`src/rtl/xcfr_pkg.sv`:
```
// Shared types and constants of the XOR-checked frame receiver.
`default_nettype none

package xcfr_pkg;

    localparam int unsigned CFG_DATA_W = 32;
    localparam int unsigned CFG_ADDR_W = 4;
    localparam int unsigned OUT_DATA_W = 32;
    // Wide enough for 5 + length byte and for any byte count.
    localparam int unsigned SUM_W      = 10;

    localparam logic [7:0] HEADER_FIRST_RST  = 8'h08;
    localparam logic [7:0] HEADER_SECOND_RST = 8'h06;
    localparam logic [4:0] MAX_PAYLOAD_RST   = 5'd30;
    localparam logic [4:0] HARD_PAYLOAD_LIMIT = 5'd30;
    localparam logic [SUM_W-1:0] MIN_FRAME   = 10'd5;
    localparam logic [SUM_W-1:0] HDR_BYTES   = 10'd4;

    // Register indexes (byte address / 4)
    localparam logic [1:0] REG_HEADER_FIRST  = 2'd0;
    localparam logic [1:0] REG_HEADER_SECOND = 2'd1;
    localparam logic [1:0] REG_MAX_PAYLOAD   = 2'd2;

    typedef enum logic [2:0] {
        STAT_OK      = 3'd0,
        STAT_SHORT   = 3'd1,
        STAT_BAD_HDR = 3'd2,
        STAT_TOO_BIG = 3'd3,
        STAT_TRUNC   = 3'd4,
        STAT_CKSUM   = 3'd5
    } frame_status_t;

    typedef enum logic [2:0] {
        ST_RECV,
        ST_EVAL,
        ST_FETCH,
        ST_PAYLOAD,
        ST_STATUS
    } state_t;

    typedef struct packed {
        logic eval;
        logic load_payload;
        logic load_status;
    } ctrl_cmd_t;

    typedef struct packed {
        logic frame_ok_nz;   // frame accepted with a non-empty payload
        logic last_payload;  // current read index is the final payload byte
        logic out_free;      // output register can take an item this cycle
    } dp_status_t;

endpackage

`default_nettype wire

```
`src/rtl/xcfr_ram.sv`:
```
// Generic single-write, single-read RAM with registered read data.
`default_nettype none

module xcfr_ram #(
    parameter int unsigned WIDTH = 8,
    parameter int unsigned DEPTH = 32
) (
    input  wire logic                     aclk,
    input  wire logic                     we,
    input  wire logic [$clog2(DEPTH)-1:0] waddr,
    input  wire logic [WIDTH-1:0]         wdata,
    input  wire logic [$clog2(DEPTH)-1:0] raddr,
    output logic      [WIDTH-1:0]         rdata
);

    logic [WIDTH-1:0] mem [DEPTH];

    always_ff @(posedge aclk) begin
        if (we) begin
            mem[waddr] <= wdata;
        end
        rdata <= mem[raddr];
    end

endmodule

`default_nettype wire

```
`src/rtl/xcfr_ctrl.sv`:
```
// Controller state machine: packet reception, frame check and result readout.
`default_nettype none

module xcfr_ctrl
    import xcfr_pkg::*;
(
    input  wire logic       aclk,
    input  wire logic       aresetn,
    input  wire logic       s_tvalid,
    input  wire logic       s_tlast,
    input  wire dp_status_t sts,
    output ctrl_cmd_t       cmd,
    output logic            s_tready
);

    state_t state_reg, state_next;

    always_ff @(posedge aclk) begin
        if (!aresetn) begin
            state_reg <= ST_RECV;
        end else begin
            state_reg <= state_next;
        end
    end

    always_comb begin
        state_next = state_reg;
        unique case (state_reg)
            ST_RECV: begin
                if (s_tvalid && s_tlast) state_next = ST_EVAL;
            end
            ST_EVAL: begin
                state_next = sts.frame_ok_nz ? ST_FETCH : ST_STATUS;
            end
            ST_FETCH: begin
                state_next = ST_PAYLOAD;
            end
            ST_PAYLOAD: begin
                if (sts.out_free) state_next = sts.last_payload ? ST_STATUS : ST_FETCH;
            end
            ST_STATUS: begin
                if (sts.out_free) state_next = ST_RECV;
            end
            default: state_next = ST_RECV;
        endcase
    end

    always_comb begin
        cmd      = '0;
        s_tready = 1'b0;
        unique case (state_reg)
            ST_RECV:    s_tready         = 1'b1;
            ST_EVAL:    cmd.eval         = 1'b1;
            ST_FETCH:   ;
            ST_PAYLOAD: cmd.load_payload = sts.out_free;
            ST_STATUS:  cmd.load_status  = sts.out_free;
            default:    ;
        endcase
    end

    a_load_needs_room: assert property (@(posedge aclk) disable iff (!aresetn)
        (cmd.load_payload || cmd.load_status) |-> sts.out_free)
        else $error("item loaded into busy output register");

    a_eop_goes_eval: assert property (@(posedge aclk) disable iff (!aresetn)
        (s_tvalid && s_tready && s_tlast) |=> (state_reg == ST_EVAL))
        else $error("end of packet not followed by frame check");

    a_status_returns: assert property (@(posedge aclk) disable iff (!aresetn)
        cmd.load_status |=> s_tready)
        else $error("input not reopened after status item");

endmodule

`default_nettype wire

```
`src/rtl/xcfr_dpath.sv`:
```
// Datapath: config registers, packet capture, frame check and output register.
`default_nettype none

module xcfr_dpath
    import xcfr_pkg::*;
#(
    parameter int unsigned PACKET_BYTES = 32
) (
    input  wire logic                  aclk,
    input  wire logic                  aresetn,
    // config port
    input  wire logic                  psel,
    input  wire logic                  penable,
    input  wire logic                  pwrite,
    input  wire logic [CFG_ADDR_W-1:0] paddr,
    input  wire logic [CFG_DATA_W-1:0] pwdata,
    output logic      [CFG_DATA_W-1:0] prdata,
    // input item
    input  wire logic                  in_accept,
    input  wire logic [7:0]            rx_byte,
    // RAM
    output logic                       ram_we,
    output logic [$clog2(PACKET_BYTES)-1:0] ram_waddr,
    output logic [7:0]                 ram_wdata,
    output logic [$clog2(PACKET_BYTES)-1:0] ram_raddr,
    input  wire logic [7:0]            ram_rdata,
    // controller
    input  wire ctrl_cmd_t             cmd,
    output dp_status_t                 sts,
    // result item
    output logic                       m_tvalid,
    input  wire logic                  m_tready,
    output logic [OUT_DATA_W-1:0]      m_tdata,
    output logic                       m_tuser,
    output logic                       m_tlast
);

    localparam int unsigned CW = $clog2(PACKET_BYTES);
    localparam logic [CW-1:0] KEEP_MAX = CW'(PACKET_BYTES - 1);

    // Config registers
    logic [7:0] header_first_reg, header_second_reg;
    logic [4:0] max_payload_reg;
    logic [1:0] cfg_idx;
    logic       cfg_wr;

    assign cfg_idx = paddr[3:2];
    assign cfg_wr  = psel && penable && pwrite;

    always_ff @(posedge aclk) begin
        if (!aresetn) begin
            header_first_reg  <= HEADER_FIRST_RST;
            header_second_reg <= HEADER_SECOND_RST;
            max_payload_reg   <= MAX_PAYLOAD_RST;
        end else if (cfg_wr) begin
            unique case (cfg_idx)
                REG_HEADER_FIRST:  header_first_reg  <= pwdata[7:0];
                REG_HEADER_SECOND: header_second_reg <= pwdata[7:0];
                REG_MAX_PAYLOAD:   max_payload_reg   <= pwdata[4:0];
                default:           ;
            endcase
        end
    end

    always_comb begin
        prdata = '0;
        unique case (cfg_idx)
            REG_HEADER_FIRST:  prdata = {24'd0, header_first_reg};
            REG_HEADER_SECOND: prdata = {24'd0, header_second_reg};
            REG_MAX_PAYLOAD:   prdata = {27'd0, max_payload_reg};
            default:           prdata = '0;
        endcase
    end

    // Packet capture: header fields and checksum are tracked as bytes arrive
    logic [CW-1:0]    byte_count_reg;
    logic [7:0]       hdr0_reg, hdr1_reg, sender_reg, len_reg, xor_reg, chk_reg;
    logic [7:0]       last_sender_reg;
    logic             store_en;
    logic [SUM_W-1:0] idx_w, xor_end;
    logic             in_xor, is_chk;

    assign store_en = in_accept && (byte_count_reg < KEEP_MAX);
    assign idx_w    = SUM_W'(byte_count_reg);
    assign xor_end  = SUM_W'(len_reg) + HDR_BYTES;
    assign in_xor   = (idx_w < HDR_BYTES) || (idx_w < xor_end);
    assign is_chk   = (idx_w >= HDR_BYTES) && (idx_w == xor_end);

    assign ram_we    = store_en;
    assign ram_waddr = byte_count_reg;
    assign ram_wdata = rx_byte;

    always_ff @(posedge aclk) begin
        if (!aresetn) begin
            byte_count_reg <= '0;
        end else if (cmd.eval) begin
            byte_count_reg <= '0;
        end else if (store_en) begin
            byte_count_reg <= byte_count_reg + 1'b1;
        end
    end

    always_ff @(posedge aclk) begin
        if (store_en) begin
            if (byte_count_reg == CW'(0)) hdr0_reg   <= rx_byte;
            if (byte_count_reg == CW'(1)) hdr1_reg   <= rx_byte;
            if (byte_count_reg == CW'(2)) sender_reg <= rx_byte;
            if (byte_count_reg == CW'(3)) len_reg    <= rx_byte;
            if (byte_count_reg == CW'(0)) begin
                xor_reg <= rx_byte;
            end else if (in_xor) begin
                xor_reg <= xor_reg ^ rx_byte;
            end
            if (is_chk) chk_reg <= rx_byte;
        end
    end

    // Frame check
    logic [4:0]    limit;
    frame_status_t eval_code;

    assign limit = (max_payload_reg > HARD_PAYLOAD_LIMIT) ? HARD_PAYLOAD_LIMIT
                                                          : max_payload_reg;

    always_comb begin
        priority if (idx_w < MIN_FRAME) begin
            eval_code = STAT_SHORT;
        end else if (hdr0_reg != header_first_reg || hdr1_reg != header_second_reg) begin
            eval_code = STAT_BAD_HDR;
        end else if (len_reg > {3'd0, limit}) begin
            eval_code = STAT_TOO_BIG;
        end else if ((SUM_W'(len_reg) + MIN_FRAME) > idx_w) begin
            eval_code = STAT_TRUNC;
        end else if (xor_reg != chk_reg) begin
            eval_code = STAT_CKSUM;
        end else begin
            eval_code = STAT_OK;
        end
    end

    frame_status_t status_reg;
    logic [4:0]    msg_len_reg;
    logic [4:0]    rd_idx_reg;
    logic [8:0]    raddr_w;

    always_ff @(posedge aclk) begin
        if (!aresetn) begin
            last_sender_reg <= '0;
        end else if (cmd.eval && eval_code == STAT_OK) begin
            last_sender_reg <= sender_reg;
        end
    end

    always_ff @(posedge aclk) begin
        if (cmd.eval) begin
            status_reg  <= eval_code;
            msg_len_reg <= (eval_code == STAT_OK) ? len_reg[4:0] : 5'd0;
            rd_idx_reg  <= '0;
        end else if (cmd.load_payload) begin
            rd_idx_reg  <= rd_idx_reg + 1'b1;
        end
    end

    assign raddr_w   = 9'(rd_idx_reg) + 9'(HDR_BYTES);
    assign ram_raddr = raddr_w[CW-1:0];

    // Output register
    logic       out_valid_reg;
    logic       out_kind_reg, out_last_reg;
    logic [7:0] out_byte_reg, out_sender_reg;
    logic [4:0] out_idx_reg, out_len_reg;
    logic [2:0] out_status_reg;

    assign sts.out_free     = !out_valid_reg || m_tready;
    assign sts.frame_ok_nz  = (eval_code == STAT_OK) && (len_reg != 8'd0);
    assign sts.last_payload = ((rd_idx_reg + 5'd1) == msg_len_reg);

    always_ff @(posedge aclk) begin
        if (!aresetn) begin
            out_valid_reg <= 1'b0;
        end else if (cmd.load_payload || cmd.load_status) begin
            out_valid_reg <= 1'b1;
        end else if (m_tready) begin
            out_valid_reg <= 1'b0;
        end
    end

    always_ff @(posedge aclk) begin
        if (cmd.load_payload) begin
            out_kind_reg   <= 1'b0;
            out_byte_reg   <= ram_rdata;
            out_idx_reg    <= rd_idx_reg;
            out_status_reg <= STAT_OK;
            out_sender_reg <= last_sender_reg;
            out_len_reg    <= msg_len_reg;
            out_last_reg   <= 1'b0;
        end else if (cmd.load_status) begin
            out_kind_reg   <= 1'b1;
            out_byte_reg   <= 8'd0;
            out_idx_reg    <= 5'd0;
            out_status_reg <= status_reg;
            out_sender_reg <= last_sender_reg;
            out_len_reg    <= msg_len_reg;
            out_last_reg   <= 1'b1;
        end
    end

    assign m_tvalid = out_valid_reg;
    assign m_tuser  = out_kind_reg;
    assign m_tlast  = out_last_reg;
    assign m_tdata  = {3'd0, out_len_reg, out_sender_reg, out_status_reg,
                       out_idx_reg, out_byte_reg};

    a_payload_in_range: assert property (@(posedge aclk) disable iff (!aresetn)
        cmd.load_payload |-> (rd_idx_reg < msg_len_reg))
        else $error("payload read past message length");

    a_reject_no_length: assert property (@(posedge aclk) disable iff (!aresetn)
        cmd.load_status && (status_reg != STAT_OK) |-> (msg_len_reg == 5'd0))
        else $error("rejected frame carries a length");

    a_count_bound: assert property (@(posedge aclk) disable iff (!aresetn)
        byte_count_reg <= KEEP_MAX)
        else $error("byte count beyond packet store");

endmodule

`default_nettype wire

```
`src/rtl/xor_checked_frame_receiver_top.sv`:
```
// Top level of the XOR-checked frame receiver.
// Takes one packet byte per item (tlast on the final byte) at one item per cycle and keeps
// the first PACKET_BYTES-1 bytes in a packet RAM. After the final byte the input stalls:
// the frame is checked, then each payload byte is fetched by a registered RAM read and then
// loaded into the output register, and after the last one the status item is loaded. A
// rejected frame yields only the status item. Results leave through an output register,
// so the next packet's bytes are taken while the status item still waits.
`default_nettype none

module xor_checked_frame_receiver_top
    import xcfr_pkg::*;
#(
    parameter int unsigned PACKET_BYTES = 32
) (
    input  wire logic                  aclk,
    input  wire logic                  aresetn,
    // config
    input  wire logic                  psel,
    input  wire logic                  penable,
    input  wire logic                  pwrite,
    input  wire logic [CFG_ADDR_W-1:0] paddr,
    input  wire logic [CFG_DATA_W-1:0] pwdata,
    output logic      [CFG_DATA_W-1:0] prdata,
    output logic                       pready,
    // input items
    input  wire logic                  s_tvalid,
    output logic                       s_tready,
    input  wire logic [7:0]            s_tdata,   // rx_byte
    input  wire logic                  s_tlast,   // end_of_packet
    // result items
    output logic                       m_tvalid,
    input  wire logic                  m_tready,
    // payload_byte[7:0], payload_index[12:8], status[15:13], sender_id[23:16],
    // message_length[28:24], zero[31:29]
    output logic [OUT_DATA_W-1:0]      m_tdata,
    output logic                       m_tuser,   // kind
    output logic                       m_tlast    // last_of_run
);

    localparam int unsigned AW = $clog2(PACKET_BYTES);

    ctrl_cmd_t  cmd;
    dp_status_t sts;
    logic          ram_we;
    logic [AW-1:0] ram_waddr, ram_raddr;
    logic [7:0]    ram_wdata, ram_rdata;

    assign pready = 1'b1;

    xcfr_ctrl u_ctrl (
        .aclk     (aclk),
        .aresetn  (aresetn),
        .s_tvalid (s_tvalid),
        .s_tlast  (s_tlast),
        .sts      (sts),
        .cmd      (cmd),
        .s_tready (s_tready)
    );

    xcfr_dpath #(
        .PACKET_BYTES (PACKET_BYTES)
    ) u_dpath (
        .aclk      (aclk),
        .aresetn   (aresetn),
        .psel      (psel),
        .penable   (penable),
        .pwrite    (pwrite),
        .paddr     (paddr),
        .pwdata    (pwdata),
        .prdata    (prdata),
        .in_accept (s_tvalid && s_tready),
        .rx_byte   (s_tdata),
        .ram_we    (ram_we),
        .ram_waddr (ram_waddr),
        .ram_wdata (ram_wdata),
        .ram_raddr (ram_raddr),
        .ram_rdata (ram_rdata),
        .cmd       (cmd),
        .sts       (sts),
        .m_tvalid  (m_tvalid),
        .m_tready  (m_tready),
        .m_tdata   (m_tdata),
        .m_tuser   (m_tuser),
        .m_tlast   (m_tlast)
    );

    xcfr_ram #(
        .WIDTH (8),
        .DEPTH (PACKET_BYTES)
    ) u_store (
        .aclk  (aclk),
        .we    (ram_we),
        .waddr (ram_waddr),
        .wdata (ram_wdata),
        .raddr (ram_raddr),
        .rdata (ram_rdata)
    );

endmodule

`default_nettype wire
```
`config.mk`:
```
export PLATFORM = sky130hd
export DESIGN_NAME = xor_checked_frame_receiver_top
export DESIGN_NICKNAME = d
export VERILOG_FILES = /design/src/rtl/xcfr_pkg.sv /design/src/rtl/xcfr_ram.sv /design/src/rtl/xcfr_ctrl.sv /design/src/rtl/xcfr_dpath.sv /design/src/rtl/xor_checked_frame_receiver_top.sv
export SDC_FILE = /design/constraint.sdc
export NUM_CORES = 1
export LEC_CHECK = 0
export ABC_AREA = 1
export BUFFER_PORTS_ARGS = -buffer_cell sky130_fd_sc_hd__buf_2
export CAP_MARGIN = 20
export CELL_PAD_IN_SITES_DETAIL_PLACEMENT = 1
export CELL_PAD_IN_SITES_GLOBAL_PLACEMENT = 2
export CORE_AREA = 2 2 214 216
export DETAILED_ROUTE_END_ITERATION = 7
export DIE_AREA = 0 0 216 218
export PLACE_DENSITY = 0.81
export SYNTH_ARGS = -nofsm -noshare
export SYNTH_HDL_FRONTEND = slang
export SYNTH_SLANG_ARGS = --single-unit
```
`constraint.sdc`:
```
create_clock -name aclk -period 2.36 [get_ports aclk]
set_input_delay 0.118 -clock aclk [delete_from_list [all_inputs] [get_ports aclk]]
set_output_delay 0.118 -clock aclk [all_outputs]
set_load 0.005 [all_outputs]
```
=== Yosys cells after proc, flatten, opt, wreduce, memory -nomap -nowiden ===
Memory sizes are Yosys's and may differ from the RTL's. A register that Yosys moved wholly into a read port is not among the register bits.
Index checks and enable logic that the tools add are counted.

* Register bits: 129
* RAM bits: 256
* Output and inout bits: 69
* Memories kept: 1

{| class="wikitable"
|+ Memories
! memory !! depth !! width !! rd ports !! clocked after Yosys merged registers in !! wr ports !! RTL line !! source
|-
| u_store.mem || 32 || 8 || 1 || 1 || 1 || xcfr_ram.sv:16 || <nowiki>logic [WIDTH-1:0] mem [DEPTH];</nowiki>
|}

* $add $sub $neg: 5
* Order comparisons: 8
* Equality and inequality tests: 17
* Muxes and demuxes: 31
* Bitwise operators: 2
* Reduce and logical (&&, ||, !) cells: 32

{| class="wikitable"
|+ Operators by type and width
! kind !! count
|-
| $mux W8 || 6
|-
| $mux W3 || 10
|-
| $mux W5 || 5
|-
| $ne A8 B8 Y1 || 3
|-
| $pmux W8 S3 || 1
|-
| $add A8 B3 Y9 const B || 2
|-
| $reduce_and A2 Y1 || 9
|-
| $pmux W3 S5 || 1
|-
| $add A5 B1 Y5 const B || 2
|-
| $eq A5 B10 Y1 || 1
|-
| $eq A5 B2 Y1 const B || 2
|-
| $gt A10 B5 Y1 || 1
|-
| $lt A5 B10 Y1 || 1
|-
| $lt A5 B3 Y1 const B || 2
|-
| $gt A8 B5 Y1 || 1
|-
| $logic_and A1 B1 Y1 || 8
|-
| $mux W1 || 8
|-
| $reduce_bool A8 Y1 || 1
|-
| $xor A8 B8 Y8 || 1
|-
| $eq A3 B2 Y1 const B || 2
|-
| $logic_not A3 Y1 || 2
|-
| $ne A2 B1 Y1 const B || 3
|-
| $reduce_bool A2 Y1 || 3
|-
| $add A5 B3 Y5 const B || 1
|-
| 16 further kinds || 19
|}

=== Logic depth before layout (Yosys ltp) ===
* Depth in word-level cells: 10
* Mapped depth: 19
* Depth with buffers taken out: 19

=== Hierarchy ===
A second synthesis with hierarchy kept.

* Cells, all modules: 1,592
* Area, all modules: 17,090.1 µm²

{| class="wikitable"
|+ Modules (own cells, without submodules)
! module !! times used !! cells an instance !! area each (µm²)
|-
| xcfr_ram || 1 || 922 || 10,786.6
|-
| xcfr_dpath || 1 || 623 || 6,024.5
|-
| xcfr_ctrl || 1 || 43 || 260.2
|-
| xor_checked_frame_receiver_top || 1 || 4 || 18.8
|}

=== Worst setup path after synthesis ===
No wires, ideal clock.

* Kind: register -> register
* From: register u_dpath.len_reg[2]
* To: register u_dpath.chk_reg[0] (enable)
* Library setup time: 0.383 ns
* Data arrival time: 2.166 ns
* Data required time: 1.977 ns
* Path slack: -0.189 ns
* Cell stages (with the launch flop): 7
* Clock period less this slack: 2.549 ns
* Cells stage by stage: edfxtp_1 > ha_1 > xnor2_1 > ha_1 > nand3_1 > or3_1 > nor3_1

* Cells in the longest elaborated chain, start to end: 4

{| class="wikitable"
|+ RTL lines
! what !! RTL line !! source
|-
| start, declared || xcfr_dpath.sv:77 || <nowiki>logic [7:0] hdr0_reg, hdr1_reg, sender_reg, len_reg, xor_reg, chk_reg;</nowiki>
|-
| start signal, assigned || xcfr_dpath.sv:108 || <nowiki>if (byte_count_reg == CW'(3)) len_reg <= rx_byte;</nowiki>
|-
| $add A8 B3 Y9 || xcfr_dpath.sv:85 || <nowiki>assign xor_end = SUM_W'(len_reg) + HDR_BYTES;</nowiki>
|-
| $eq A5 B10 Y1 || xcfr_dpath.sv:87 || <nowiki>assign is_chk = (idx_w >= HDR_BYTES) && (idx_w == xor_end);</nowiki>
|-
| $logic_and A1 B1 Y1 || xcfr_dpath.sv:87 ||
|-
| $reduce_and A2 Y1 (no line) || -- ||
|-
| end signal, assigned || xcfr_dpath.sv:114 || <nowiki>if (is_chk) chk_reg <= rx_byte;</nowiki>
|-
| end, declared || xcfr_dpath.sv:77 ||
|}

Every way passes these cells.
A chain may end at the register's enable or synchronous reset.

=== Final worst setup path ===
* From: register u_dpath.len_reg[3]
* To: register u_dpath.last_sender_reg[7]

* Cells in the longest elaborated chain, start to end: 8
* Elaborated cells on any way between the ends: 9
* Classes of those cells: add/sub (1); order compare (2); mux (4); reduce/logical (2)

{| class="wikitable"
|+ RTL lines
! what !! RTL line !! source
|-
| $add A8 B3 Y9 || xcfr_dpath.sv:132 || <nowiki>end else if ((SUM_W'(len_reg) + MIN_FRAME) > idx_w) begin</nowiki>
|-
| $gt A10 B5 Y1 || xcfr_dpath.sv:132 ||
|-
| $mux W3 || xcfr_dpath.sv:132 ||
|-
| $mux W3 (*) || xcfr_dpath.sv:130 || <nowiki>end else if (len_reg > {3'd0, limit}) begin</nowiki>
|-
| $mux W3 (*) || xcfr_dpath.sv:128 || <nowiki>end else if (hdr0_reg != header_first_reg || hdr1_reg != header_second_reg) begin</nowiki>
|-
| $mux W3 (*) || xcfr_dpath.sv:126 || <nowiki>priority if (idx_w < MIN_FRAME) begin</nowiki>
|-
| $logic_not A3 Y1 (*) || xcfr_dpath.sv:149 || <nowiki>end else if (cmd.eval && eval_code == STAT_OK) begin</nowiki>
|-
| $logic_and A1 B1 Y1 (*) || xcfr_dpath.sv:149 ||
|-
| end signal, assigned || xcfr_dpath.sv:150 || <nowiki>last_sender_reg <= sender_reg;</nowiki>
|-
| end, declared || xcfr_dpath.sv:78 || <nowiki>logic [7:0] last_sender_reg;</nowiki>
|}

Every way passes the cells marked *; elsewhere a longest branch is shown, timed or not.

==> results.toml <==
[final_layout]
utilization_pct = 44.2
nNetsFinal = 1619
fill_cells = 4806
top_register = "u_store.mem"
drive_gt1_share_pct = 21.0
area_growth_pct = 21.4
final_common_cell = "edfxtp_1"
largest_register_ffs = 256
layout_common_cells = "edfxtp_1 (338), nor2_1 (215), o21ai_0 (162)"
antenna_cells = 0

[worst_setup_path]
worstPathArrival_ns = 3.11
crit_path_max_fanout = 8
critPathCaptureType = "flop"
cp.required_ns = 2.86
start_kind = "flop"
critPathKind = "reg2reg"

[timing]
final-hold-violation-count = 0
setup_viol = 32
whs_ns = 0.0230
maxSlewViolCount = 0
worstMarginPinSlew_ns = 0.950
layout_setup_ws_ns = -0.245
min_period_over_period_pct = 110
period_minus_slack_ns = 2.60
max_freq_mhz = 384
slew_headroom_pct = 36.6
skew_ns = 0.0273
fin_setup_tns_ns = -5.31
rsz0062_at_grt = "true"

[status]
status = "complete, but fails checks"
violations = "negative setup slack"

[clocking]
cts-root-buf = "clkbuf_16"
worstSkewPairLatency_ns = 0.57
clk_path_buf_depth = 3
cts_buffers = 43
cts_tree = "done"
htreeDepth = 2
clk_pin_slew_ns = 0.06
cts.sinks = 393

[synthesis]
synth_top_area_share_pct = 62.0
ys.flop_type = "edfxtp_1"
synth-warning-count = 0
async_flop_share_pct = 0
syn_inst = 1378
synth.avg_cell_area_sq_um = 11.9
synth.largest_area_cell = "edfxtp_1"
ys_ff_latch = 393
synth_cell_types = 47
syn-cell-area_sq_um = 16400
synth_area_leaders = "edfxtp_1 (62%), dfxtp_1 (6.7%), nor2_1 (5.9%)"
synth_enable_flop_cells = 338
ys_seq_area_share_pct = 68.8

[die]
die_area_sq_um = 47100
row_count = 78
die_w_um = 216
start_util_pct = 36.4
die_h_um = 218
coreArea_sq_um = 44900
io_pins = 121

[worst_hold_path]
hp-class = "in2reg"

[grt]
grt_usage_pct = 19.6
grt_max_degree = 52
grt_pass1_wl_mm = 70.6
antenna_found_initial = 1
grt_pass1_vias = 11900
grt-ovfl-total = 0

[routing]
vias_per_cell = 5.17
finalWirelength_mm = 46.5
wl_per_cell_um = 21.4
drtPass1Iterations = 5
via_count = 11200
drcViolationCount = 0
antenna_left = 0
dr.first_iter.drc_count = 703

[pwr]
leakage_nw = 7.18
peakVddDrop_v = 0.000465
cellPowerDensity_nw_per_um2 = 766
power.total_mw = 15.2

[placed_design]
dp_hpwl_mm = 29.0
portBuffers = 66
place_congestion = 0.810

[run]
maxCapViolCount = 0
## worst paths after layout
check                                   from  cells after the start                         end  slack (ns)
setup / recovery          u_dpath.len_reg[3]                     17  u_dpath.last_sender_reg[7]       -0.24
hold / removal                       s_tlast                      5         u_ctrl.state_reg[0]        0.02
setup reg to reg          u_dpath.len_reg[3]                     17  u_dpath.last_sender_reg[7]       -0.24
hold reg to reg   u_dpath.last_sender_reg[5]                      0   u_dpath.out_sender_reg[5]        0.44
## critical path, stage by stage (launching register included)
cell and delay, ns:
edfxtp_1 0.44, buf_6 0.15, ha_4 0.15, nand2_2 0.06, nand2_2 0.07, xor2_2 0.16, ha_4 0.30, inv_2 0.03
nor2_1 0.09, nand4_1 0.13, nand2_2 0.11, nand2_2 0.08, o21ai_4 0.18, nand2_4 0.10, nor2_8 0.18, buf_6 0.13
o21ai_2 0.04, nor2_1 0.12
## area by class of cell
class,count,area (sq um),area share [%]
inverters,83,320,1.61
well taps,600,751,3.78
clock inverters,24,258,1.30
flip-flops and latches,393,11300,56.7
multi-input cells,839,4730,23.8
clock buffers,55,1160,5.85
repair buffers,181,1370,6.92
## synth_stat cells, types with 5 or more instances
library cell,number
edfxtp_1,338
nor2_1,258
o21ai_0,162
nand2_1,106
inv_1,75
dfxtp_1,55
clkbuf_1,52
o221ai_1,48
nand3_1,43
a21oi_1,30
buf_4,30
xnor2_1,30
ha_1,26
o22ai_1,19
nor3_1,12
xor2_1,10
a31oi_1,9
nand4_1,9
a32oi_1,8
o211ai_1,8
inv_2,6
nand2_2,5
or2_2,5
## power breakdown
group / total (mW) / internal (mW) / switching, mW
Sequential: 7.74 / 7.67 / 0.0655
Combinational: 0.647 / 0.233 / 0.414
Clock: 6.82 / 4.04 / 2.78
Total: 15.2 / 11.9 / 3.26
## per-stage QoR
step / area (sq um) / std cells / setup slack [ns]
after floorplan: 16500 / 1404 / 0.00133
after global placement: 17900 / 2067 / -0.0768
after detailed placement: 17900 / 2067 / -0.233
after CTS: 19600 / 2169 / -0.222
after global routing: 19900 / 2175 / -0.396
final: 19900 / 2175 / -0.245
## routing by layer
layer  global-route usage [%]  part of all wire [%]  wire length [um]  vias up
li1                         -                     -                 -     5217
met1                     24.5                    42             19700     5689
met2                     34.9                    51             23800      262
met3                     2.36                   3.7              1710       72
met4                     7.40                   2.9              1340        0
met5                        0                     0                 0        -
## cells by family after synthesis
logic type / count (synthesis) / synth area share (%)
flops: 393 / 68.8
simple gates: 446 / 11.3
compound gates: 299 / 11.1
xor+xnor: 40 / 2.14
buf+inv: 172 / 4.70
other cells: 2 / 0.0459
fa+ha+maj: 26 / 1.99
## what timing repair did
item,CTS,global route
hold buffers,13,0
setup buffers,11,6
gates resized for setup,19,70
setup endpoints to repair,47,219
pin swaps,10,23
cloned,0,0
hold endpoints to repair,43,0
Power figures use the tool's default switching activity.
